### src/hdl/ssbp_divider.sv
module ssbp_divider #(
   parameter int WIDTH = 32,
   parameter int DWIDTH = 7
) (
   input  logic              clock,
   input  logic              reset,
   input  logic              start,
   input  logic [WIDTH-1:0]  dividend,
   input  logic [DWIDTH-1:0] divisor,
   output logic              done,
   output logic [WIDTH-1:0]  quotient
);
   localparam int CW = $clog2(WIDTH + 1);

   logic [WIDTH-1:0]  q_ff, q_in;
   logic [DWIDTH:0]   r_ff, r_in;
   logic [DWIDTH-1:0] d_ff, d_in;
   logic [CW-1:0]     cnt_ff, cnt_in;
   logic              busy_ff, busy_in;
   logic [DWIDTH:0]   shifted;

   always_comb begin
      q_in = q_ff;
      r_in = r_ff;
      d_in = d_ff;
      cnt_in = cnt_ff;
      busy_in = busy_ff;
      shifted = {r_ff[DWIDTH-1:0], q_ff[WIDTH-1]};
      if (start) begin
         q_in = dividend;
         r_in = '0;
         d_in = divisor;
         cnt_in = CW'(WIDTH);
         busy_in = 1'b1;
      end else if (busy_ff) begin
         if (shifted >= {1'b0, d_ff}) begin
            r_in = shifted - {1'b0, d_ff};
            q_in = {q_ff[WIDTH-2:0], 1'b1};
         end else begin
            r_in = shifted;
            q_in = {q_ff[WIDTH-2:0], 1'b0};
         end
         cnt_in = cnt_ff - 1'b1;
         if (cnt_ff == CW'(1)) begin
            busy_in = 1'b0;
         end
      end
   end

   always_ff @(posedge clock) begin
      q_ff <= q_in;
      r_ff <= r_in;
      d_ff <= d_in;
      cnt_ff <= cnt_in;
      if (reset) begin
         busy_ff <= 1'b0;
      end else begin
         busy_ff <= busy_in;
      end
   end

   assign done = busy_ff && (cnt_ff == CW'(1));
   assign quotient = q_in;
endmodule

### config.mk
export PLATFORM = sky130hd
export DESIGN_NAME = ssbp_divider
export DESIGN_NICKNAME = d
export VERILOG_FILES = /design/src/hdl/ssbp_divider.sv
export SDC_FILE = /design/constraint.sdc
export NUM_CORES = 1
export LEC_CHECK = 0
export ABC_AREA = 1
export BUFFER_PORTS_ARGS = -buffer_cell sky130_fd_sc_hd__buf_2
export CAP_MARGIN = 20
export CELL_PAD_IN_SITES_DETAIL_PLACEMENT = 0
export CELL_PAD_IN_SITES_GLOBAL_PLACEMENT = 1
export CORE_MARGIN = 2
export CORE_UTILIZATION = 30
export CTS_CLUSTER_DIAMETER = 30
export DETAILED_ROUTE_END_ITERATION = 16
export GPL_TIMING_DRIVEN = 0
export PLACE_DENSITY_LB_ADDON = 0.3
export RECOVER_POWER = 50
export SLEW_MARGIN = 20
export SYNTH_ARGS = -nofsm -noshare
export SYNTH_HDL_FRONTEND = slang
export SYNTH_SLANG_ARGS = --single-unit
export TNS_END_PERCENT = 50
### constraint.sdc
create_clock -name clock -period 2.1 [get_ports clock]
set_input_delay 0.105 -clock clock [delete_from_list [all_inputs] [get_ports clock]]
set_output_delay 0.105 -clock clock [all_outputs]
set_load 0.02 [all_outputs]
==> reports/metrics.yaml, run 1 <==
hold_class: "in2reg"
multi_input_area_mm2: 0.00123
port_buffers: 74
cts_tree: "done"
antenna_found_initial: 0
grt_pass1_wl_um: 10100
rsz0062_at_grt: "yes"
vias: 2464
setup-tns-final_ns: 0
clockBufferDepth: 2
fp.dieW_um: 95.5
synth-edff-count: 7
cts_buffers: 5
gp_congestion: 0.772
fillers: 925
grt_use_total_pct: 14.0
dr.pass1.iters: 4
die_h_um: 95.5
viasPerCell: 4.57
row_count: 33
ant_nets: 0
period_share_pct: 98.3
wl_per_cell_um: 11.7
core_mm2: 0.00818
h-tree-depth: 2
finalHoldViolCount: 0
tightest_slew_ns: 0.506
worstSkewPairLatency_ns: 0.30
drc: 0
yosysTopAreaCell: "dfxtp_1"
gr-total-overflow: 0
syn-cell-area_mm2: 0.00251
finalCriticalPeriod_ns: 2.06
antenna_cells: 0
slew_headroom_pct: 66.3
yosys_warnings: 0
dp.final_hpwl_um: 4620
syn_nets: 392
netlist_instances: 340
endpoint_kind: "output pin"
dieArea_mm2: 0.00912
cts.sinks: 53
wl_um: 6330
synth_commonest_cells: "a21oi_1 (80), nand2_1 (68), dfxtp_1 (46)"
p_leak_uw: 0.00161
yosysSeqAreaShare_pct: 45.0
powerDensity_mw_per_mm2: 784
area_growth_pct: 30.9
critPathArrivalTime_ns: 1.96
slew_violations: 0
required_ns: 2.00
drt_iter0_drc: 78
synth.top_cell.area_share_pct: 36.7
synthFlopType: "dfxtp_1"
synthTopCellsByArea: "dfxtp_1 (37%), a21oi_1 (16%), nand2_1 (10%)"
finalClockSkew_ns: 0.00668
p_total_uw: 2580
path_clk_slew_ns: 0.10
yosysMostFrequentCell: "a21oi_1"
ff_latch_area_mm2: 0.00113
synth-seq-cells: 53
max_freq_ghz: 0.485
startpoint_type: "register"
fin_area_mm2: 0.00329
io_pins: 75
finalSetupViolCount: 0
synth.avg_cell_area_um2: 7.39
cp_max_fo: 2
drive_above_1_share_pct: 24.0
ys_types: 26
grt_max_degree: 17
start_util_pct: 30.7
nNetsFinal: 485
irDropWorstVdd_v: 0.000290
status: "complete, no violations"
cts_root_buf: "clkbuf_8"
maxCapViolCount: 0
worstSetupPathType: "reg2out"
placed_area_mm2: 0.00301
async_flop_share_pct: 0
grt_pass1_vias: 2228
-- layout make-up --
| type | count | share of cell area [%] |
|---|---|---|
| Clock inverter | 2 | 1.07 |
| Sequential cell | 53 | 34.4 |
| Multi-Input combinational cell | 234 | 37.3 |
| Inverter | 36 | 4.19 |
| Timing Repair Buffer | 86 | 14.8 |
| Tap cell | 105 | 4.00 |
| Clock buffer | 6 | 2.21 |
| Buffer | 17 | 2.05 |
-- flip-flops by register name, indices dropped and copies added, names as in the netlist --
signal and count:
busy_ff 1, cnt_ff 6, d_ff 7, q_ff 32
r_ff 7
-- stage by stage --
step	hold WS [ns]	util (%)	worst slack [ns]	std cells
finish	0.0741	40.2	0.0367	539
CTS	0.0629	39.9	0.00387	538
detailed placement	0.278	36.9	0.115	519
global placement	0.277	36.9	0.114	519
floorplan	0.174	-	0.235	340
global route	0.0639	40.2	-0.0727	539
-- report_power, final --
part | internal [uW] | leakage, uW | switching [uW]
combinational | 271 | 0.00110 | 424
sequential | 1130 | 0.000453 | 57.5
clock | 355 | 0.0000552 | 338
-- critical path, cell delays in order, from the launching register on --
cell and delay [ns]:
dfxtp_2 0.34, inv_2 0.09, ha_4 0.15, inv_4 0.03
fa_2 0.35, nand2_2 0.08, nand2_2 0.06, nand2_2 0.08
nand2_2 0.06, nand2_4 0.09, nand2_8 0.05, nand2_4 0.07
a21oi_4 0.06, buf_6 0.14
-- logic make-up after synthesis --
kind of cell | count (synthesis) | synth area share [%]
buffers and inverters | 53 | 8.02
AOI/OAI and AO/OA | 87 | 17.9
and+or+nand+nor | 136 | 23.4
DFF | 53 | 45.0
xor gates and xnor gates | 1 | 0.349
adders and majority gates | 10 | 5.28
-- metal layers --
layer	vias to the layer above	global-route usage, %	part of all wire (%)
met5	-	0	0
met4	0	3.21	0.93
met3	5	4.35	6.5
met2	61	23.4	46
met1	1103	17.6	46
li1	1295	-	-
-- path summary, 6_finish.rpt --
| check | from | to | slack [ns] | cells past startpoint |
|---|---|---|---|---|
| worst max-delay path | q_ff[31]$_DFF_P_ | quotient[0] | 0.04 | 13 |
| worst min-delay path | dividend[16] | q_ff[16]$_DFF_P_ | 0.07 | 3 |
| worst max register to register | q_ff[31]$_DFF_P_ | r_ff[0]$_SDFFE_PP0P_ | 0.17 | 15 |
| worst min register to register | q_ff[11]$_DFF_P_ | q_ff[11]$_DFF_P_ | 0.48 | 2 |
-- what timing repair did --
item	in CTS	in global routing
gates resized for setup	13	5
setup endpoints to repair	1	2
endpoints found under the hold margin	8	0
hold buffers	8	0
pin swaps	4	4
gates cloned	0	0
setup buffers	3	1
-- layout by cell type, fill, tap and decap left out, types with 2 or more instances in the layout --
cell | netlist | final
a21oi_1 | 80 | 79
a21oi_4 | 1 | 2
buf_2 | 2 | 74
buf_4 | 0 | 4
clkbuf_1 | 15 | 16
clkbuf_8 | 0 | 5
clkinv_1 | 2 | 2
dfxtp_1 | 46 | 45
dlygate4sd3_1 | 0 | 8
edfxtp_1 | 7 | 7
ha_1 | 9 | 8
inv_1 | 34 | 32
nand2_1 | 68 | 65
nand2_2 | 2 | 4
nand2_4 | 2 | 2
nand3_1 | 14 | 14
nand3b_1 | 4 | 4
nand4_1 | 2 | 2
nor2_1 | 38 | 38
nor3_1 | 2 | 2
o21ai_0 | 3 | 3
o21ai_1 | 2 | 2
(Power assumes the default switching activity.)
==> run 2, diff against run 1 <==
CORE_ASPECT_RATIO = 1.1   (was not set)
CTS_BUF_LIST = sky130_fd_sc_hd__clkbuf_8   (was not set)
clock period = 2.64 ns   (was 2.1 ns; I/O delays follow)
==> reports/metrics.yaml, run 2 (synthesized netlist as in run 1, its figures left out) <==
status: "complete, no violations"
grt_max_degree: 17  # unchanged
dr.pass1.iters: 4  # unchanged
worstSetupPathType: "reg2out"
fillers: 926  # +0.11%
critPathArrivalTime_ns: 2.24  # +0.28 ns
worstSkewPairLatency_ns: 0.31  # about the same
finalSetupViolCount: 0  # unchanged
nNetsFinal: 481  # -0.82%
cp_max_fo: 10  # +8
crit_path_start: "q_ff[31]$_DFF_P_"
drt_iter0_drc: 99  # +27%
r2r_slack_ns: 0.70  # +0.53 ns
max_freq_ghz: 0.422
finalCriticalPeriod_ns: 2.37
gp_congestion: 0.775  # +0.36%
maxCapViolCount: 0  # unchanged
port_buffers: 74  # unchanged
area_growth_pct: 27.9
top_regs: "q_ff (32), d_ff (7), r_ff (7)"
grt_pass1_wl_um: 10400  # +3.8%
wl_um: 6240  # -1.5%
row_count: 35  # +6.1%
most-common-layout-cells: "a21oi_1 (79), buf_2 (73), nand2_1 (68), dfxtp_1 (46), nor2_1 (38)"
cts_setup_buffers: 0  # -3
r2r_end: "r_ff[1]$_SDFFE_PP0P_"
setup-tns-final_ns: 0  # unchanged
viasPerCell: 4.41  # -3.6%
h-tree-depth: 2  # unchanged
critical_path.slowest_cell: "dfxtp_1"
grt_pass1_vias: 2343  # +5.2%
endpoint_kind: "output pin"
grt_use_total_pct: 14.1  # +0.11 points
cts_tree: "done"
path_clk_slew_ns: 0.10  # about the same
finalHoldViolCount: 0  # unchanged
antenna_cells: 0  # unchanged
finalClockSkew_ns: 0.0109  # +0.00419 ns
worstRegToRegCells: 14  # -1
gr-total-overflow: 0  # unchanged
path_cells: "inv_1, ha_1, inv_1, fa_1, nand2_1, nand2_1, nand2_2, nand2_2, nand2_4, nand2_4, nand2_1, a21oi_2, buf_2"
wl_per_cell_um: 11.5  # -1.8%
rr_startpoint: "q_ff[31]$_DFF_P_"
path_buf_inv: 3  # unchanged
regMostFlops: "q_ff"
drive_above_1_share_pct: 20.7  # -3.3 points
period_share_pct: 89.8
clockBufferDepth: 2  # unchanged
largest_reg_flops: 32  # unchanged
required_ns: 2.51  # +0.51 ns
hold_class: "in2reg"
cts_buffers: 5  # unchanged
ant_nets: 0  # unchanged
dp.final_hpwl_um: 4620  # about the same
tightest_slew_ns: 0.508  # +0.00275 ns
cp_common_cell: "nand2_1"
slew_violations: 0  # unchanged
startpoint_type: "register"
drc: 0  # unchanged
die_h_um: 100  # +4.7%
cts.sinks: 53  # unchanged
dieArea_mm2: 0.00912  # about the same
irDropWorstVdd_v: 0.000226  # -22%
powerDensity_mw_per_mm2: 627  # -20%
final_common_cell: "a21oi_1"
fp.dieW_um: 91.2  # -4.5%
slew_headroom_pct: 66.1  # -0.18 points
rsz0062_at_grt: "no"
fin_util_pct: 39.0  # -1.2 points
antenna_found_initial: 0  # unchanged
cts_root_buf: "clkbuf_8"
start_util_pct: 30.5  # -0.21 points
crit_family: "simple AND/OR/NAND/NOR gates"
core_mm2: 0.00823  # +0.70%
p_leak_uw: 0.00156  # -2.8%
io_pins: 75  # unchanged
worst-path-stages: 13  # unchanged
cpPeakStageDelay_ns: 0.35  # about the same
vias: 2384  # -3.2%
crit_end: "quotient[0]"
[run 2: cell types whose count changed in the layout (fill, tap and decap cells not counted), sizes merged]
cell	before	now
clkinvlp	0	1
clkbuf	22	23
buf	79	73
[run 2: layer usage]
layer	up-vias	share of wire [%]	track usage [%]
met3	7	5.0	3.68
met2	54	46	23.9
met4	0	1.2	4.20
li1	1283	-	-
met5	-	0	0
met1	1040	48	17.6
[run 2: repair_timing]
item / CTS / global route
hold buffers: 8 / 0
setup endpoints to repair: 0 / 1
hold endpoints to repair: 8 / 0
resized for setup: 0 / 1
[run 2: worst reg2reg max path: stages (launching register included)]
cell     delay (ns)
dfxtp_1        0.33
inv_1          0.08
ha_1           0.14
inv_1          0.07
fa_1           0.38
nand2_1        0.10
nand2_1        0.11
nand2_2        0.09
nand2_2        0.06
nand2_4        0.09
nand2_4        0.10
a21oi_1        0.14
o21ai_1        0.08
nand2_1        0.06
inv_1          0.03
[run 2: how the worst min path moves through the flow]
stage / from / to / slack (ns) / cells after the start
6_report: dividend[18] / q_ff[18]$_DFF_P_ / 0.09 / 3
5_1_grt: dividend[16] / q_ff[16]$_DFF_P_ / 0.08 / 3
4_1_cts: dividend[15] / q_ff[15]$_DFF_P_ / 0.08 / 3
3_5_place_dp: reset / busy_ff$_SDFF_PP0_ / 0.29 / 2
3_3_place_gp: reset / busy_ff$_SDFF_PP0_ / 0.29 / 2
2_1_floorplan: reset / busy_ff$_SDFF_PP0_ / 0.20 / 1
[run 2: area by class of cell]
class	count	area [um2]	area share, %
Clock buffer	5	68.8	2.14
Inverter	36	135	4.21
Tap cell	111	139	4.33
Timing Repair Buffer	82	449	14.0
Sequential cell	53	1130	35.2
Buffer	17	63.8	1.99
Multi-Input combinational cell	234	1180	36.8
Clock inverter	3	41.3	1.29
[run 2: report_power, final]
part           internal, uW  switching (uW)  total [uW]
sequential              901            45.0         946
clock                   279             271         551
combinational           193             325         517
[run 2: stage by stage]
step / total power [uW] / setup WS, ns / hold WS (ns) / cell area, um2 / std cells
after floorplan: 1320 / 0.775 / 0.201 / 2510 / 340
after global placement: 1480 / 0.565 / 0.287 / 3020 / 525
after detailed placement: 1480 / 0.581 / 0.291 / 3020 / 525
after CTS: 2050 / 0.202 / 0.0790 / 3210 / 541
after global routing: 2160 / 0.0262 / 0.0766 / 3210 / 541
final: 2010 / 0.270 / 0.0909 / 3210 / 541
==> run 3, diff against run 2 <==
==> constraint.sdc (replaced) <==
create_clock -name clock -period 2.64 [get_ports clock]
set_input_delay 0.132 -clock clock [delete_from_list [all_inputs] [get_ports clock]]
set_output_delay 0.132 -clock clock [all_outputs]
set_load 0.005 [all_outputs]
==> reports/metrics.yaml, run 3 (synthesized netlist as in run 1, its figures left out) <==
die_h_um: 100  # unchanged
finalClockSkew_ns: 0.0107  # -0.000178 ns
combPwrFrac_pct: 23.2  # -2.5 points
slew_violations: 0  # unchanged
clockBufferDepth: 2  # unchanged
dp.final_hpwl_um: 4620  # unchanged
cp_common_cell: "nand2_1"
maxCapViolCount: 0  # unchanged
final_common_cell: "a21oi_1"
viasPerCell: 4.38  # -0.59%
status: "complete, no violations"
h-tree-depth: 2  # unchanged
antenna_cells: 0  # unchanged
core_mm2: 0.00823  # unchanged
area_growth_pct: 27.7
drive_above_1_share_pct: 20.5  # -0.23 points
cts_setup_buffers: 0  # unchanged
dr.pass1.iters: 4  # unchanged
finalCriticalPeriod_ns: 2.35  # -0.0169 ns
fillers: 925  # -0.11%
io_pins: 75  # unchanged
regMostFlops: "q_ff"
p_sw_uw: 579  # -9.6%
nNetsFinal: 481  # unchanged
port_buffers: 74  # unchanged
drc: 0  # unchanged
p_leak_uw: 0.00156  # about the same
grt_pass1_wl_um: 10400  # unchanged
wl_um: 6220  # -0.42%
wl_per_cell_um: 11.5  # -0.42%
highest_layer: "met4"
gp_congestion: 0.775  # unchanged
irDropWorstVdd_v: 0.000209  # -7.4%
cts.sinks: 53  # unchanged
worstSkewPairLatency_ns: 0.31  # about the same
gr-total-overflow: 0  # unchanged
endpoint_kind: "output pin"
cts_buffers: 5  # unchanged
wl_met1_um: 3000  # +0.64%
period_share_pct: 89.1  # -0.64 points
antenna_found_initial: 0  # unchanged
drt_iter0_drc: 102  # +3.0%
wl_met2_um: 2840  # -1.4%
clkPwrFrac_pct: 28.3  # +1.0 points
grt_pass1_vias: 2343  # unchanged
finalHoldViolCount: 0  # unchanged
route.met3.wl_um: 304  # -2.3%
dieArea_mm2: 0.00912  # unchanged
largest_reg_flops: 32  # unchanged
required_ns: 2.51  # about the same
critical_path.slowest_cell: "dfxtp_1"
start_util_pct: 30.5  # unchanged
grt_max_degree: 17  # unchanged
dp_cells: 525  # unchanged
ant_nets: 0  # unchanged
slew_headroom_pct: 65.7  # -0.44 points
startpoint_type: "register"
most-common-layout-cells: "a21oi_1 (80), buf_2 (73), nand2_1 (68), dfxtp_1 (46), nor2_1 (38)"
instances_no_fill: 541  # unchanged
hold_class: "in2reg"
p_sw_share_pct: 29.7  # -2.1 points
cpPeakStageDelay_ns: 0.35  # about the same
fp.dieW_um: 91.2  # unchanged
cp_max_fo: 10  # unchanged
critPathArrivalTime_ns: 2.22  # -0.02 ns
grt_use_total_pct: 14.1  # unchanged
max_freq_ghz: 0.425  # +0.72%
cts_tree: "done"
path_cells: "inv_1, ha_1, inv_1, fa_1, nand2_1, nand2_1, nand2_2, nand2_2, nand2_4, nand2_4, nand2_1, a21oi_1, buf_2"
tightest_slew_ns: 0.515  # +0.00652 ns
worstSetupPathType: "reg2out"
top_regs: "q_ff (32), d_ff (7), r_ff (7)"
cts_root_buf: "clkbuf_8"
setup-tns-final_ns: 0  # unchanged
rsz0062_at_grt: "no"
vias: 2370  # -0.59%
p_int_uw: 1370  # -0.14%
seqPwrFrac_pct: 48.5  # +1.5 points
path_clk_slew_ns: 0.10  # about the same
row_count: 35  # unchanged
finalSetupViolCount: 0  # unchanged
powerDensity_mw_per_mm2: 608  # -3.0%
run 3: cell counts in the layout (fill, tap and decap cells not counted):
Identical to the previous run, type by type.
run 3: timing repair:
item / in CTS / in global routing
endpoints found under the hold margin: 8 / 0
resized for setup: 0 / 0
hold buffers: 8 / 0
run 3: power groups by stage:
| stage | combinational, uW | clock (uW) | sequential (uW) |
|---|---|---|---|
| after floorplan | 300 | 0 | 953 |
| after global placement | 448 | 0 | 963 |
| after detailed placement | 447 | 0 | 964 |
| after CTS | 459 | 579 | 946 |
| after global routing | 527 | 606 | 958 |
| final | 452 | 552 | 946 |
run 3: path summary, 6_finish.rpt:
path	endpoint	cells past startpoint	slack [ns]	startpoint
setup / recovery	quotient[0]	13	0.29	q_ff[31]$_DFF_P_
hold reg to reg	q_ff[9]$_DFF_P_	2	0.48	q_ff[9]$_DFF_P_
hold / removal	q_ff[18]$_DFF_P_	3	0.09	dividend[18]
setup reg to reg	r_ff[1]$_SDFFE_PP0P_	14	0.70	q_ff[31]$_DFF_P_
run 3: metrics by stage:
| step | area [um2] | hold slack (ns) | util (%) | total power, uW | setup slack [ns] |
|---|---|---|---|---|---|
| finish | 3210 | 0.0907 | 39.0 | 1950 | 0.287 |
| global route | 3210 | 0.0766 | 39.0 | 2090 | 0.0277 |
| CTS | 3210 | 0.0790 | 39.0 | 1980 | 0.254 |
| detailed placement | 3020 | 0.291 | 36.7 | 1410 | 0.633 |
| global placement | 3020 | 0.287 | 36.7 | 1410 | 0.617 |
| floorplan | 2510 | 0.201 | - | 1250 | 0.898 |
run 3: final cells by class:
type                       count  area [um2]  share of cell area (%)
inverter                      36         135                    4.21
timing repair buffer          82         449                    14.0
clock buffer                   5        68.8                    2.15
multi-input combinational    234        1180                    36.8
sequential                    53        1130                    35.3
clock inverter                 3        41.3                    1.29
buffer                        17        63.8                    1.99
tap                          111         139                    4.33
run 3: metal layers:
| metal | global-route usage (%) | vias to the layer above |
|---|---|---|
| met5 | 0 | - |
| met4 | 4.20 | 0 |
| met3 | 3.68 | 6 |
| met2 | 23.9 | 51 |
| met1 | 17.6 | 1030 |
| li1 | - | 1283 |
run 3: worst max-delay path: cells and delay by family (launching register included):
family	cells	cell delay, ns
AOI/OAI and AO/OA	1	0.22
DFF	1	0.35
and+or+nand+nor	7	0.63
adders and majority gates	2	0.39
buffers and inverters	3	0.33
